## src/rtl/core/rlh_pkg.sv

```systemverilog
package rlh_pkg;

	// input item commands
	typedef enum logic [1:0] {
		CMD_CLEAR = 2'd0,
		CMD_PIXEL = 2'd1,
		CMD_READ  = 2'd2,
		CMD_NOP   = 2'd3
	} cmd_t;

	// configuration register indexes
	localparam logic [2:0] REG_IMAGE_WIDTH  = 3'd0;
	localparam logic [2:0] REG_IMAGE_HEIGHT = 3'd1;
	localparam logic [2:0] REG_BOX_X_MIN    = 3'd2;
	localparam logic [2:0] REG_BOX_X_MAX    = 3'd3;
	localparam logic [2:0] REG_BOX_Y_MIN    = 3'd4;
	localparam logic [2:0] REG_BOX_Y_MAX    = 3'd5;
	localparam logic [2:0] REG_NONE         = 3'd7;

	localparam int LANES    = 4;   // red, green, blue, luma
	localparam int ROWS     = 256; // one row holds bins 2v and 2v+1
	localparam int ROW_W    = 8;
	localparam int COL_W    = 13;
	localparam int DIM_W    = 14;
	localparam int SAMPLE_W = 20;
	localparam int CLAMP_W  = 17;
	localparam int OUT_W    = 32;

	// bt.709 coefficients in q16
	localparam logic [13:0] COEF_R = 14'd13933;
	localparam logic [15:0] COEF_G = 16'd46871;
	localparam logic [12:0] COEF_B = 13'd4732;

	typedef enum logic [2:0] {
		ST_IDLE,
		ST_PX_MUL,
		ST_PX_SUM,
		ST_PX_RD,
		ST_PX_WR,
		ST_BIN_RD,
		ST_BIN_OUT
	} state_t;

	// controller to datapath commands
	typedef struct packed {
		logic clear;
		logic load;
		logic px_load;
		logic mul;
		logic sum;
		logic rd_px;
		logic wr_px;
		logic rd_bin;
		logic out_load;
	} ctrl_cmd_t;

	// datapath to controller status
	typedef struct packed {
		logic out_free;
	} dp_status_t;

endpackage

```

## src/rtl/core/rlh_ctrl.sv

```systemverilog
module rlh_ctrl (
	input  logic                clk,
	input  logic                arst_n,
	input  logic                in_valid,
	output logic                in_stall,
	input  logic [1:0]          cmd,
	output rlh_pkg::ctrl_cmd_t  ctrl,
	input  rlh_pkg::dp_status_t status
);
	import rlh_pkg::*;

	state_t state_q;
	state_t state_d;
	logic   accept;

	assign in_stall = (state_q != ST_IDLE);
	assign accept   = in_valid && !in_stall;

	// state register
	always_ff @(posedge clk or negedge arst_n) begin
		if (!arst_n) begin
			state_q <= ST_IDLE;
		end else begin
			state_q <= state_d;
		end
	end

	// next state
	always_comb begin
		state_d = state_q;
		unique case (state_q)
			ST_IDLE: begin
				if (accept) begin
					if (cmd == CMD_PIXEL) begin
						state_d = ST_PX_MUL;
					end else if (cmd == CMD_READ) begin
						state_d = ST_BIN_RD;
					end
				end
			end
			ST_PX_MUL:  state_d = ST_PX_SUM;
			ST_PX_SUM:  state_d = ST_PX_RD;
			ST_PX_RD:   state_d = ST_PX_WR;
			ST_PX_WR:   state_d = ST_IDLE;
			ST_BIN_RD:  state_d = ST_BIN_OUT;
			ST_BIN_OUT: begin
				if (status.out_free) begin
					state_d = ST_IDLE;
				end
			end
			default:    state_d = ST_IDLE;
		endcase
	end

	// command outputs
	always_comb begin
		ctrl = '0;
		unique case (state_q)
			ST_IDLE: begin
				ctrl.load     = accept;
				ctrl.clear    = accept && (cmd == CMD_CLEAR);
				ctrl.px_load  = accept && (cmd == CMD_PIXEL);
			end
			ST_PX_MUL:  ctrl.mul      = 1'b1;
			ST_PX_SUM:  ctrl.sum      = 1'b1;
			ST_PX_RD:   ctrl.rd_px    = 1'b1;
			ST_PX_WR:   ctrl.wr_px    = 1'b1;
			ST_BIN_RD:  ctrl.rd_bin   = 1'b1;
			ST_BIN_OUT: ctrl.out_load = status.out_free;
			default:    ctrl = '0;
		endcase
	end

endmodule

```

## config.mk

```make
export PLATFORM = sky130hd
export DESIGN_NAME = rlh_ctrl
export DESIGN_NICKNAME = d
export VERILOG_FILES = /design/src/rtl/core/rlh_pkg.sv /design/src/rtl/core/rlh_ctrl.sv
export SDC_FILE = /design/constraint.sdc
export NUM_CORES = 1
export LEC_CHECK = 0
export ABC_AREA = 1
export BUFFER_PORTS_ARGS = -buffer_cell sky130_fd_sc_hd__buf_2
export CAP_MARGIN = 25
export CORE_AREA = 2 2 39 41
export DETAILED_ROUTE_END_ITERATION = 10
export DIE_AREA = 0 0 41 43
export GPL_ROUTABILITY_DRIVEN = 0
export PLACE_DENSITY = 0.49
export SLEW_MARGIN = 20
export SYNTH_ARGS = -nofsm -noshare
export SYNTH_HDL_FRONTEND = slang
export SYNTH_SLANG_ARGS = --single-unit
```

## constraint.sdc

```tcl
create_clock -name clk -period 1 [get_ports clk]
set_input_delay 0.05 -clock clk [delete_from_list [all_inputs] [get_ports clk]]
set_output_delay 0.05 -clock clk [all_outputs]
set_load 0.02 [all_outputs]
```

---- Word level (Yosys, flattened, before mapping) ----
Cells that the tools add are included.
operators by class
  mux-type cells .......................... 12
  eq/ne operators ......................... 11
  reduce and logical (&&, ||, !) cells .... 8
operators with widths
  kind                number
  $pmux 3 s6          1
  $mux 3              5
  $eq 3x3->1 const B  3
  $eq 3x2->1 const B  2
  $mux 1              6
  $ne 2x2->1 const B  2
  $eq 3x1->1 const B  1
  $logic_and 1x1->1   3
  $logic_not 3->1     1
  $ne 3x3->1 const B  1
  $reduce_and 3->1    1
  $reduce_bool 3->1   1
  $eq 2x1->1 const B  1
  $eq 2x2->1 const B  1
  $logic_not 2->1     1
  $logic_not 1->1     1
storage, ports and cells
  input port bits ......................... 6
  output and inout port bits .............. 10
  word-level logic and storage cells ...... 32
  register bits after elaboration ......... 3

---- Longest topological paths before layout ----
Gate-level depths: netlist of run 1.
  depth in word-level cells ............... 5
  depth in mapped cells ................... 8

---- Least setup slack after synthesis of run 1 ----
No wires, ideal clock.
  kind .................................... reg2out
  from .................................... register state_q[0]
  to ...................................... output port ctrl[8] (netlist name)
  slack ................................... -0.318 ns
  stages on the path, launching flop included .. 5
  data arrival time ....................... 1.268 ns
  cell sequence ........................... dfrtp_1 buf_6 nor2_4 nand2_2 nor3b_1
RTL lines
  item                    RTL line        source
  from (decl)             rlh_ctrl.sv:12  state_t state_q;
  from (signal assigned)  rlh_ctrl.sv:24  state_q <= state_d;
  to (decl)               rlh_ctrl.sv:7   output rlh_pkg::ctrl_cmd_t ctrl,

==> results.md, run 1 <==
Yosys:
- During synthesis, Yosys emitted a total of 0 warnings.
- The share of synthesized area in the top cell type comes to 0.255.
- After synthesis, the most frequently instantiated cells are sky130_fd_sc_hd__nand2_1 (11), sky130_fd_sc_hd__inv_1 (7), sky130_fd_sc_hd__nor2_1 (5).
- The post-synthesis cell type count is 15.
- The post-synthesis sequential area ratio is 0.255.
- Sorting the synthesized cells by area gives the leading types as sky130_fd_sc_hd__dfrtp_1 (26%), sky130_fd_sc_hd__nand2_1 (14%), sky130_fd_sc_hd__inv_1 (8.9%).
- The number of nets produced by synthesis is 52.
- In the synthesized netlist the dominant register cell turns out to be sky130_fd_sc_hd__dfrtp_1.
- In the synthesized netlist the async set-or-reset flop fraction comes to 1.00.
- The largest area contributor in the netlist is sky130_fd_sc_hd__dfrtp_1.
- The count of state elements after synthesis is 3.
- The number of instances in the synthesized netlist is 44.
- Counting flops with a built-in enable in the synthesized netlist gives 0.
- After synthesis, the mean cell area works out to 6.68 sq um.
- The most frequent cell after synthesis is sky130_fd_sc_hd__nand2_1.
- The synthesized netlist occupies a cell area of 294 sq um.

Clock tree:
- The largest buffer count on any clock path is 2.
- The latest clock arrival within the worst-skew pair is 240 ps.
- TritonCTS built the clock tree.
- The cell at the root of the clock tree is sky130_fd_sc_hd__clkbuf_4.
- The clock net in this run drives a total of 3 sinks.
- CTS built an H-tree with a depth of 1.
- The total clock buffers created by CTS is 3.
- After clock tree synthesis, the clock-pin slew on the worst setup and hold paths is 40 ps.

Placement:
- The number of port buffers is 15.
- The worst setup timing slack at the placement stage is -93.7 ps.
- The cell area after placement is 437 sq um.
- The placed wire-length estimate is 526 um.

STA:
- The transition at the pin with the smallest max-transition slack is 205 ps.
- The fraction of the cycle the final worst path needs is 1.27.
- Setup repair after global routing could not meet its margin everywhere.
- The shortest period the worst path allows is 1270 ps.
- The final worst slack is -267 ps.
- Setup violations remaining at the end of the flow were counted as 13.
- The achievable clock frequency is about 800 MHz.
- Measured against its own limit, the worst slew margin works out to 0.863.
- The number of hold-slack violations in the final timing report is 0.
- Between clock sinks in the finished design, the worst skew comes to 2.23 ps.
- The number of pins exceeding their max-slew limit in the final report was 0.

Critical path:
- In this run the critical register-to-register path is captured at state_q[2]$_DFFE_PN0P_.
- The worst register-to-register path has a depth of 7.
- The cell family contributing the most delay on the critical path is flip-flops.
- Traced cell by cell, the critical path runs through nor2_4, nand2_4, nor3b_4, buf_6.
- The maximum single-stage delay on the critical path is 440 ps.
- The signal arrival time at the worst endpoint is 1220 ps.
- The worst setup path is of the register to output pin kind.
- The required time of the critical path is between 900 and 1000 ps.
- The slowest stage of the critical path belongs to the cell sky130_fd_sc_hd__dfrtp_2.
- Along the worst path, the maximum fanout reaches 4.
- The worst register-to-register path begins at state_q[0]$_DFFE_PN0P_.
- For flop-to-flop paths, the worst setup slack is -110 ps.
- The number of buffers and inverters on the critical path is 1.
- The type of origin of the critical path is a register.
- The worst setup path is captured at an output pin.

GRT:
- The number of global-route vias before repair is 310.
- The total overflow left after global routing is 0.
- The first-pass GRT wire length is roughly 1200 um.
- The initial antenna violation count is 0.
- The pin count of the biggest net entering global routing is 7.
- The all-layer global routing usage is 0.106.

Routing:
- The first-pass detailed-route iteration total is 2.
- The number of DRC violations after detailed routing is 0.
- The number of violations reported at the end of detailed-routing iteration 0 is 4.
- The average wire length per cell after detail routing is 8.73 um.
- The final route contains 361 vias.
- The number of vias per cell after detailed routing is 4.10.
- The total routed wirelength is 768 um.
- The post-route antenna net violation count is 0.

Cells and area:
- The count of nets after finishing is 81.
- Counting flops per register, the top entry is state_q.
- The number of antenna diodes is 0.
- The filler cells instantiated in the layout total between 100 and 150.
- The area growth from synthesis to final layout is 98.7%.
- The number of flip-flops under the largest register name is 3.
- The finished cells cover 584 sq um.
- The share of layout cells above drive strength 1 is 0.597.
- The largest registers in the layout are state_q: 3 flops.

Floorplan:
- After floorplanning, the core was sized to cover 1380 sq um.
- In this run the core area contains 14 standard-cell rows.
- In this run the vertical extent of the chip is 43 um.
- The floorplan step defined a die boundary enclosing 1760 sq um.
- From left edge to right edge, the die measures 41 um.
- The number of ports placed on the die boundary is 16.
- For this configuration, the core starts out at a cell density of 0.212.

Power:
- The overall power of the completed layout is 1790 uW.
- The largest vdd supply drop is 0.000817 V.
- The leakage power summed over all cells is 0.000322 uW.
- The total power per unit cell area is 3060 nW/um^2.

Run:
- Across the run, the number of max-cap violations was 0.

Outcome:
- The run finished, with violations left.
- The final reports fail on negative setup slack.

Min path:
- The worst hold-check path type is input port to async pin.
[how the worst max path moves through the flow]
stage,cells after the start,end,from,slack (ps)
2_1_floorplan,4,ctrl[8],state_q[0]$_DFFE_PN0P_,-80
3_3_place_gp,7,state_q[2]$_DFFE_PN0P_,state_q[0]$_DFFE_PN0P_,-100
3_5_place_dp,7,state_q[2]$_DFFE_PN0P_,state_q[0]$_DFFE_PN0P_,-90
4_1_cts,4,ctrl[8],state_q[2]$_DFFE_PN0P_,-280
5_1_grt,4,ctrl[8],state_q[0]$_DFFE_PN0P_,-340
6_report,4,ctrl[8],state_q[0]$_DFFE_PN0P_,-270
[kinds of logic (layout without fill, tap and decap cells)]
family	count (synthesis)	after routing	share of synthesized area
AOI/OAI and AO/OA	1	1	0.0255
adders and majority gates	2	2	0.0851
buffers and inverters	10	38	0.179
DFF	3	3	0.255
and+or+nand+nor	28	28	0.455
[area by class of cell]
class | instances | area (sq um) | share of cell area
timing repair buffer | 26 | 205 | 0.351
sequential | 3 | 77.6 | 0.133
multi-input combinational | 31 | 225 | 0.385
inverter | 8 | 30.0 | 0.0514
clock buffer | 4 | 26.3 | 0.0450
tap | 16 | 20.0 | 0.0343
[power breakdown]
group | leakage (uW) | internal, uW | switching [uW] | total [uW]
Clock | 0.0000150 | 150 | 66.3 | 216
Combinational | 0.000272 | 616 | 677 | 1290
Sequential | 0.0000348 | 192 | 85.7 | 277
[layer usage]
layer | part of all wire | vias up | track usage
li1 | - | 189 | -
met1 | 0.40 | 160 | 0.128
met2 | 0.54 | 12 | 0.150
met3 | 0.060 | 0 | 0.0157
met4 | 0 | 0 | 0.100
met5 | 0 | - | 0
[metrics by stage]
step / hold slack, ps / setup TNS, ps / utilization / std cells
detailed placement: -150 / -287 / 0.316 / 78
global placement: -152 / -318 / 0.316 / 78
floorplan: -246 / -154 / - / 44
global route: 154 / -2990 / 0.422 / 88
finish: 135 / -2190 / 0.422 / 88
CTS: 101 / -2270 / 0.383 / 87
[placed cells by master (no fill, tap or decap)]
cell type                        n
sky130_fd_sc_hd__nand2_4         2
sky130_fd_sc_hd__ha_1            2
sky130_fd_sc_hd__nand2_2         2
sky130_fd_sc_hd__inv_2           1
sky130_fd_sc_hd__buf_4          13
sky130_fd_sc_hd__nor3_1          1
sky130_fd_sc_hd__nor2_4          1
sky130_fd_sc_hd__nor3_4          2
sky130_fd_sc_hd__clkbuf_1        1
sky130_fd_sc_hd__nor3_2          1
sky130_fd_sc_hd__or2_1           1
sky130_fd_sc_hd__dfrtp_1         1
sky130_fd_sc_hd__dfrtp_2         2
sky130_fd_sc_hd__o211ai_1        1
sky130_fd_sc_hd__nor2_2          3
sky130_fd_sc_hd__buf_6           6
sky130_fd_sc_hd__clkbuf_4        3
sky130_fd_sc_hd__nor3b_4         1
sky130_fd_sc_hd__dlygate4sd3_1   1
sky130_fd_sc_hd__nand2_1         9
sky130_fd_sc_hd__inv_1           7
sky130_fd_sc_hd__nor2_1          3
sky130_fd_sc_hd__nand3_1         2
sky130_fd_sc_hd__buf_2           6
[what timing repair did]
| item | CTS | global route |
|---|---|---|
| resized for setup | 10 | 13 |
| hold endpoints to repair | 3 | 0 |
| setup buffers | 4 | 1 |
| setup endpoints to repair | 13 | 13 |
| hold buffers | 1 | 0 |
| pin swaps | 3 | 1 |
No activity file was read; power rests on OpenSTA's default activity.
==> run 2: changes to the inputs <==
==> constraint.sdc (replaced) <==
create_clock -name clk -period 1 [get_ports clk]
set_input_delay 0.25 -clock clk [delete_from_list [all_inputs] [get_ports clk]]
set_output_delay 0.25 -clock clk [all_outputs]
set_load 0.01 [all_outputs]
==> run 2 against run 1 <==
Against the previous run: the run still ends with negative setup slack left; utilization shrank 2.9 points; global-route usage up 0.61 points; combinational power is 14% lower; die area unchanged; hold slack better by 200 ps; sequential power shrank 6%; fmax shrank 11%; flip-flop and latch count unchanged; clock skew about the same; critical path type unchanged; critical endpoint unchanged.
==> results.md, run 2 (same netlist as run 1, synthesis figures left out) <==
Cells and area:
- In the layout the commonest cells are sky130_fd_sc_hd__buf_2 (14), sky130_fd_sc_hd__buf_4 (10), sky130_fd_sc_hd__nand2_1 (8).
- The count of nets after finishing is 82.
- After routing the design area is 544 sq um.
- In the final layout, the registers with the most flip-flops are state_q: 3 flops.
- Compared with the post-synthesis result, the final layout area differs by 85.1%.
- The count of placed standard cells in the final layout, fillers left out is 89.
- The sequential cell area is 76.3 sq um.
- The number of flip-flops under the largest register name is 3.
- The share of layout cells above drive strength 1 is 0.589.
- The number of antenna diodes is 0.
- The leading cell type in the layout, fill and taps excluded is sky130_fd_sc_hd__buf_2.
- The register with the most flip-flops in the final layout is state_q.
- The multi-input logic area is 214 sq um.
- The number of filler instances in the final layout is 154.

Critical path:
- The signal arrival time at the worst endpoint is 1180 ps.
- The maximum single-stage delay on the critical path is 410 ps.
- The worst setup path is captured at an output pin.
- STA puts the critical path data required time at ~750 ps.
- The worst setup path is launched from a register.
- The category of the critical setup timing path is register to output pin.
- The setup check on the worst reg-to-reg path leaves a slack of -90 ps.
- The number of buffers and inverters on the critical path is 1.
- The worst flop-to-flop path startpoint is state_q[0]$_DFFE_PN0P_.
- The critical path goes through nor2_4, nand2_4, nor3b_4, buf_2.
- The worst register-to-register path ends at state_q[2]$_DFFE_PN0P_.
- The family with the most delay on the worst path is flip-flops.
- Along the worst path, the maximum fanout reaches 4.
- The cell type of the slowest stage on the worst timing path is sky130_fd_sc_hd__dfrtp_1.
- The depth of the worst register-to-register path is 7.

Run:
- The number of maximum-capacitance violations is 0.

Clock tree:
- The clock transition at the registers of the reported paths is 40 ps.
- The CTS tree is done.
- The number of clock sinks seen by CTS is 3.
- CTS placed an instance of sky130_fd_sc_hd__clkbuf_4 at the clock tree root.
- The total clock buffers created by CTS is 3.
- In this run the number of H-tree levels came out at 1.
- The largest buffer count on any clock path is 2.
- The latest clock arrival within the worst-skew pair is 240 ps.

Floorplan:
- The core region is between 1000 and 1500 sq um.
- The die area is 1760 sq um.
- For this configuration, the core starts out at a cell density of 0.212.
- In this run the count of I/O pins placed on the die edge is 16.
- The die width is 41 um.
- After floorplanning, the core was divided into 14 placement rows.
- The die height is approximately 43 um.

GRT:
- The number of global-route vias before repair is 342.
- Entering global routing, the biggest net connects 7 pins.
- The first global-routing pass estimated between 1000 and 1500 um of wire.
- The initial antenna violation count is 0.
- For this run the aggregate overflow at the end of global routing stands at 0.
- The all-layer global routing usage is 0.112.

Power:
- The total power per unit cell area is approximately 2900 nW/um^2.
- The switching power of the nets is slightly above 700 uW.
- The share of total power dissipated in combinational logic is 0.699.
- Of the total power, the share spent switching nets is 0.443.
- The internal power component is 888 uW.
- The analysis attributes to cell leakage a power of 0.000318 uW.
- VDD sags by at most approximately 0.0012 V.
- The proportion of power drawn by flip-flops and latches is 0.164.
- The portion of total power attributed to the clock network is 0.137.

STA:
- In the finished design, the share of the clock period the worst path needs comes to 1.43.
- The final clock skew is 2.33 ps.
- The number of pins exceeding their max-slew limit in the final report came to 0.
- In the post-route analysis, the smallest setup slack over all paths is -428 ps.
- The worst pin sits at a relative slew slack of 0.873.
- The achievable clock frequency is about 700 MHz.
- The count of endpoints failing setup in the final report is 12.
- The number of hold-slack violations in the final timing report came to 0.
- The final-layout worst hold slack is 337 ps.
- The transition at the pin with the smallest max-transition slack is around 190 ps.
- Setup repair after global routing could not meet its margin everywhere.
- The worst path in the final design needs a cycle of about 1400 ps, including I/O delays and setup.

Min path:
- The worst hold path belongs to the class input port to async pin.

Routing:
- The detail route stage leaves a number of antenna-violating nets equal to 0.
- After detailed routing, the number of vias per cell comes to 4.07.
- The number of DRC violations after detailed routing is 0.
- After the first detailed-routing iteration, the DRC count stood at 9.
- Wires add up to roughly 790 um.
- The first-pass detailed-route iteration total is 4.
- For this block, the via count after detailed routing is 362.
- The average wire length per cell after detail routing is between 8 and 9 um.

Outcome:
- The checks that failed: negative setup slack.
- The flow ran to the end, but the final reports show violations.

Placement:
- The number of placed instances, taps included, is 83.
- During placement, the flow inserted port buffers numbering 15.
- The placed wire-length estimate is 640 um.
- The cell area after placement is 472 sq um.
-- run 2: per-layer routing --
layer  up-vias  share of wire  global-route usage
met5         -              0                   0
met4         0              0              0.0400
met3         0          0.078              0.0471
met2        15           0.47               0.172
li1        190              -                   -
met1       157           0.45               0.135
-- run 2: power by group through the flow --
| stage | clock [uW] | sequential [uW] | combinational (uW) |
|---|---|---|---|
| floorplan | 0 | 218 | 654 |
| global placement | 0 | 255 | 978 |
| detailed placement | 0 | 256 | 975 |
| CTS | 227 | 263 | 1120 |
| global route | 237 | 270 | 1240 |
| finish | 219 | 261 | 1110 |
-- run 2: per-stage QoR --
step	power (uW)	util	worst slack (ps)	TNS (ps)
2_1_floorplan	871	-	-165	-597
3_3_place_gp	1230	0.341	-185	-1590
3_5_place_dp	1230	0.341	-190	-1560
4_1_cts	1610	0.393	-446	-4080
5_1_grt	1750	0.393	-490	-4770
6_report	1590	0.393	-428	-3910
-- run 2: cell type report --
cell class,count,share of cell area
sequential,3,0.140
clock buffer,4,0.0483
inverter,8,0.0552
timing repair buffer,27,0.326
multi-input combinational,31,0.393
tap,16,0.0368
-- run 2: worst register-to-register path: cells and delay by family, from the launching register on --
| family | cells | cell delay, ps |
|---|---|---|
| buffers and inverters | 2 | 220 |
| flip-flops | 1 | 410 |
| AND/OR/NAND/NOR | 5 | 340 |
-- run 2: how the worst max path moves through the flow --
stage / startpoint / endpoint / slack [ps] / cells past startpoint
floorplan: state_q[0]$_DFFE_PN0P_ / ctrl[8] / -170 / 4
global placement: state_q[0]$_DFFE_PN0P_ / ctrl[8] / -190 / 4
detailed placement: cmd[1] / ctrl[6] / -190 / 6
CTS: state_q[0]$_DFFE_PN0P_ / ctrl[8] / -450 / 4
global route: state_q[0]$_DFFE_PN0P_ / ctrl[8] / -490 / 4
finish: state_q[0]$_DFFE_PN0P_ / ctrl[8] / -430 / 4
-- run 2: what timing repair did --
action	in CTS	in global routing
gates cloned	0	0
endpoints found under the hold margin	3	0
buffers inserted	2	0
endpoints found under the setup margin	13	13
resized for setup	8	0
pin swaps	4	3
hold buffers	1	0
==> run 3: changes to the inputs <==
--- a/config.mk
+++ b/config.mk
@@ -17,3 +17,4 @@
 export SYNTH_ARGS = -nofsm -noshare
 export SYNTH_HDL_FRONTEND = slang
 export SYNTH_SLANG_ARGS = --single-unit
+export TNS_END_PERCENT = 50
==> constraint.sdc (replaced) <==
create_clock -name clk -period 1 [get_ports clk]
set_input_delay 0.25 -clock clk [delete_from_list [all_inputs] [get_ports clk]]
set_output_delay 0.25 -clock clk [all_outputs]
set_load 0.005 [all_outputs]
==> run 3 against run 2 <==
Against the previous run: the flow still finishes with violations (negative setup slack); flip-flop and latch count did not move; worst setup slack improved by 34 ps; sequential share of layout area rose by 0.95 points; highest routed layer unchanged; register-to-register slack got worse by 90 ps; global-route usage fell by 2.1 points; critical path type unchanged; largest cell class unchanged; fmax rose by 2.5%; die area did not move.
==> results.md, run 3 (same netlist as run 1, synthesis figures left out) <==
Routing:
- For this block, the initial DRC count from the detailed router was 1.
- The first detailed-routing pass ran for 4 iterations.
- Dividing the detail-routed via count by the number of cells gives 4.03.
- After detailed routing, the number of remaining DRC violations is 0.
- The count of nets left with antenna violations once routing finished came out at 0.
- The final route contains 359 vias.
- Wires add up to 745 um.
- The average wire length per cell after detail routing is 8.37 um.

Cells and area:
- In the layout the commonest cells are sky130_fd_sc_hd__buf_2 (15), sky130_fd_sc_hd__nand2_1 (11), sky130_fd_sc_hd__buf_4 (11).
- The post-route core utilization is 0.374.
- The largest registers in the layout are state_q: 3 flops.
- More flip-flops sit in one register than any other, and that register is state_q.
- The cell area after layout is roughly 520 sq um.
- In the final layout, the share of cells above drive strength 1 is 0.562.
- Leaving out fill and tap cells, the most frequent cell in the layout is sky130_fd_sc_hd__buf_2.
- The register with the most flip-flops in the layout has 3 of them.
- The area growth from synthesis to final layout is 76.2%.
- 0 antenna diodes ended up in the layout.
- At the end of the flow, the number of nets in the layout was 82.
- Counting the fill cells in the layout gives 166.

Clock tree:
- In this run the deepest clock path goes through 2 buffers.
- The cell at the root of the clock tree is sky130_fd_sc_hd__clkbuf_4.
- TritonCTS built the clock tree.
- After clock tree synthesis, the clock-pin slew on the worst setup and hold paths is around 40 ps.
- The tree built by TritonCTS fans out to 3 sinks.
- The latest clock arrival within the worst-skew pair is between 200 and 250 ps.
- Buffers inserted during clock tree synthesis total 3.
- In this run the number of H-tree levels came out at 1.

GRT:
- The all-layer global routing usage is 0.0912.
- The first global-routing pass estimated 1100 um of wire.
- The number of global-route vias before repair is around 290.
- The remaining global-route overflow is 0.
- Entering global routing, the biggest net connects 6 pins.
- The initial antenna violation count came to 0.

Floorplan:
- The total core area is 1380 sq um.
- In this run the core area contains 14 standard-cell rows.
- The die width is 41 um.
- 16 I/O pins were placed.
- The die area is 1760 sq um.
- In this run the vertical extent of the chip is 43 um.
- For this configuration, the core starts out at a cell density of 0.212.

Run:
- The number of maximum-capacitance violations is 0.

STA:
- Setup repair after global routing could not meet its margin everywhere.
- Setup violations remaining at the end of the flow were counted as 13.
- The final clock skew is 3.55 ps.
- Measured against its own limit, the worst slew margin works out to 0.895.
- After layout, the minimum clock period comes to 1390 ps.
- The number of hold-slack violations in the final timing report is 0.
- The number of pins exceeding their max-slew limit in the final report is 0.
- The final worst slack is -394 ps.
- The fraction of the cycle the final worst path needs is 1.39.
- The transition at the pin with the smallest max-transition slack is 156 ps.
- Derived from the worst setup path, the maximum achievable clock frequency is 718 MHz.

Critical path:
- The worst setup path is launched from a register.
- The depth of the worst register-to-register path is 8.
- The largest fanout on the critical path is 5.
- The required time of the critical path is 750 ps.
- The category of the critical setup timing path is register to output pin.
- The nature of the critical path endpoint is an output pin.
- The signal arrival time at the worst endpoint is about 1100 ps.

Power:
- The leakage power summed over all cells is about 0.0003 uW.
- In this run the power density over the cells is about 2800 nW/um^2.
- Across the VDD grid, the largest voltage drop is about 0.00099 V.
- The completed layout was analyzed and its total power is 1430 uW.

Placement:
- Summing all placed instances gives a cell area of 417 sq um.
- During placement, the flow inserted port buffers numbering 15.
- Detailed placement ended at an HPWL of 553 um.

Min path:
- The worst hold path belongs to the class input port to async pin.

Outcome:
- The flow ran to the end, but the final reports show violations.
- The checks that failed: negative setup slack.
[run 3: cell types whose count changed in the layout (fill, tap and decap cells not counted), moves of 2 or more]
cell,delta
sky130_fd_sc_hd__nor2_2,-2
sky130_fd_sc_hd__nand2_2,-3
sky130_fd_sc_hd__buf_6,-2
sky130_fd_sc_hd__nand2_1,+3
sky130_fd_sc_hd__nor3_2,+2
[run 3: area by class of cell]
type	count	area, sq um	area share
well taps	16	20.0	0.0386
flip-flops and latches	3	77.6	0.150
inverters	8	30.0	0.0580
repair buffers	27	168	0.324
clock buffers	4	26.3	0.0507
multi-input cells	31	196	0.379
[run 3: stage by stage]
| step | instances | setup slack [ps] | hold WS (ps) | setup TNS, ps |
|---|---|---|---|---|
| 3_5_place_dp | 79 | -217 | 50.1 | -1680 |
| 2_1_floorplan | 44 | -99.7 | -45.6 | -305 |
| 6_report | 89 | -394 | 340 | -3660 |
| 5_1_grt | 89 | -479 | 349 | -4470 |
| 4_1_cts | 88 | -410 | 342 | -3880 |
| 3_3_place_gp | 79 | -195 | 50.2 | -1570 |
[run 3: where the power goes]
group          leakage, uW  switching [uW]  internal [uW]
Sequential       0.0000348            93.1            192
Combinational     0.000253             450            484
Clock            0.0000150            64.1            150
Total             0.000303             608            826
[run 3: layer usage]
metal / routed length (um) / global-route usage
met4: 0 / 0.0200
met2: 365 / 0.141
met1: 325 / 0.109
met3: 54 / 0.0471
met5: 0 / 0
[run 3: worst paths after layout]
check                                        from  slack [ps]                     end
setup / recovery           state_q[0]$_DFFE_PN0P_        -390                 ctrl[8]
min in group clk                           status         410  state_q[2]$_DFFE_PN0P_
hold reg to reg            state_q[2]$_DFFE_PN0P_         530  state_q[0]$_DFFE_PN0P_
max in group asynchronous                  arst_n         540  state_q[0]$_DFFE_PN0P_
setup reg to reg           state_q[0]$_DFFE_PN0P_        -180  state_q[2]$_DFFE_PN0P_
hold / removal                             arst_n         340  state_q[1]$_DFFE_PN0P_
[run 3: critical path: stages (launching register included)]
cell and delay [ps]:
sky130_fd_sc_hd__dfrtp_2 430, sky130_fd_sc_hd__nor2_4 140, sky130_fd_sc_hd__nand2_4 70, sky130_fd_sc_hd__nor3b_2 140, sky130_fd_sc_hd__buf_2 130
[run 3: repair_timing]
item | in CTS | in global routing
endpoints found under the hold margin | 3 | 0
buffers inserted | 4 | 1
endpoints found under the setup margin | 13 | 13
pin swaps | 1 | 0
hold buffers | 1 | 0
resized for setup | 5 | 3
gates cloned | 0 | 0
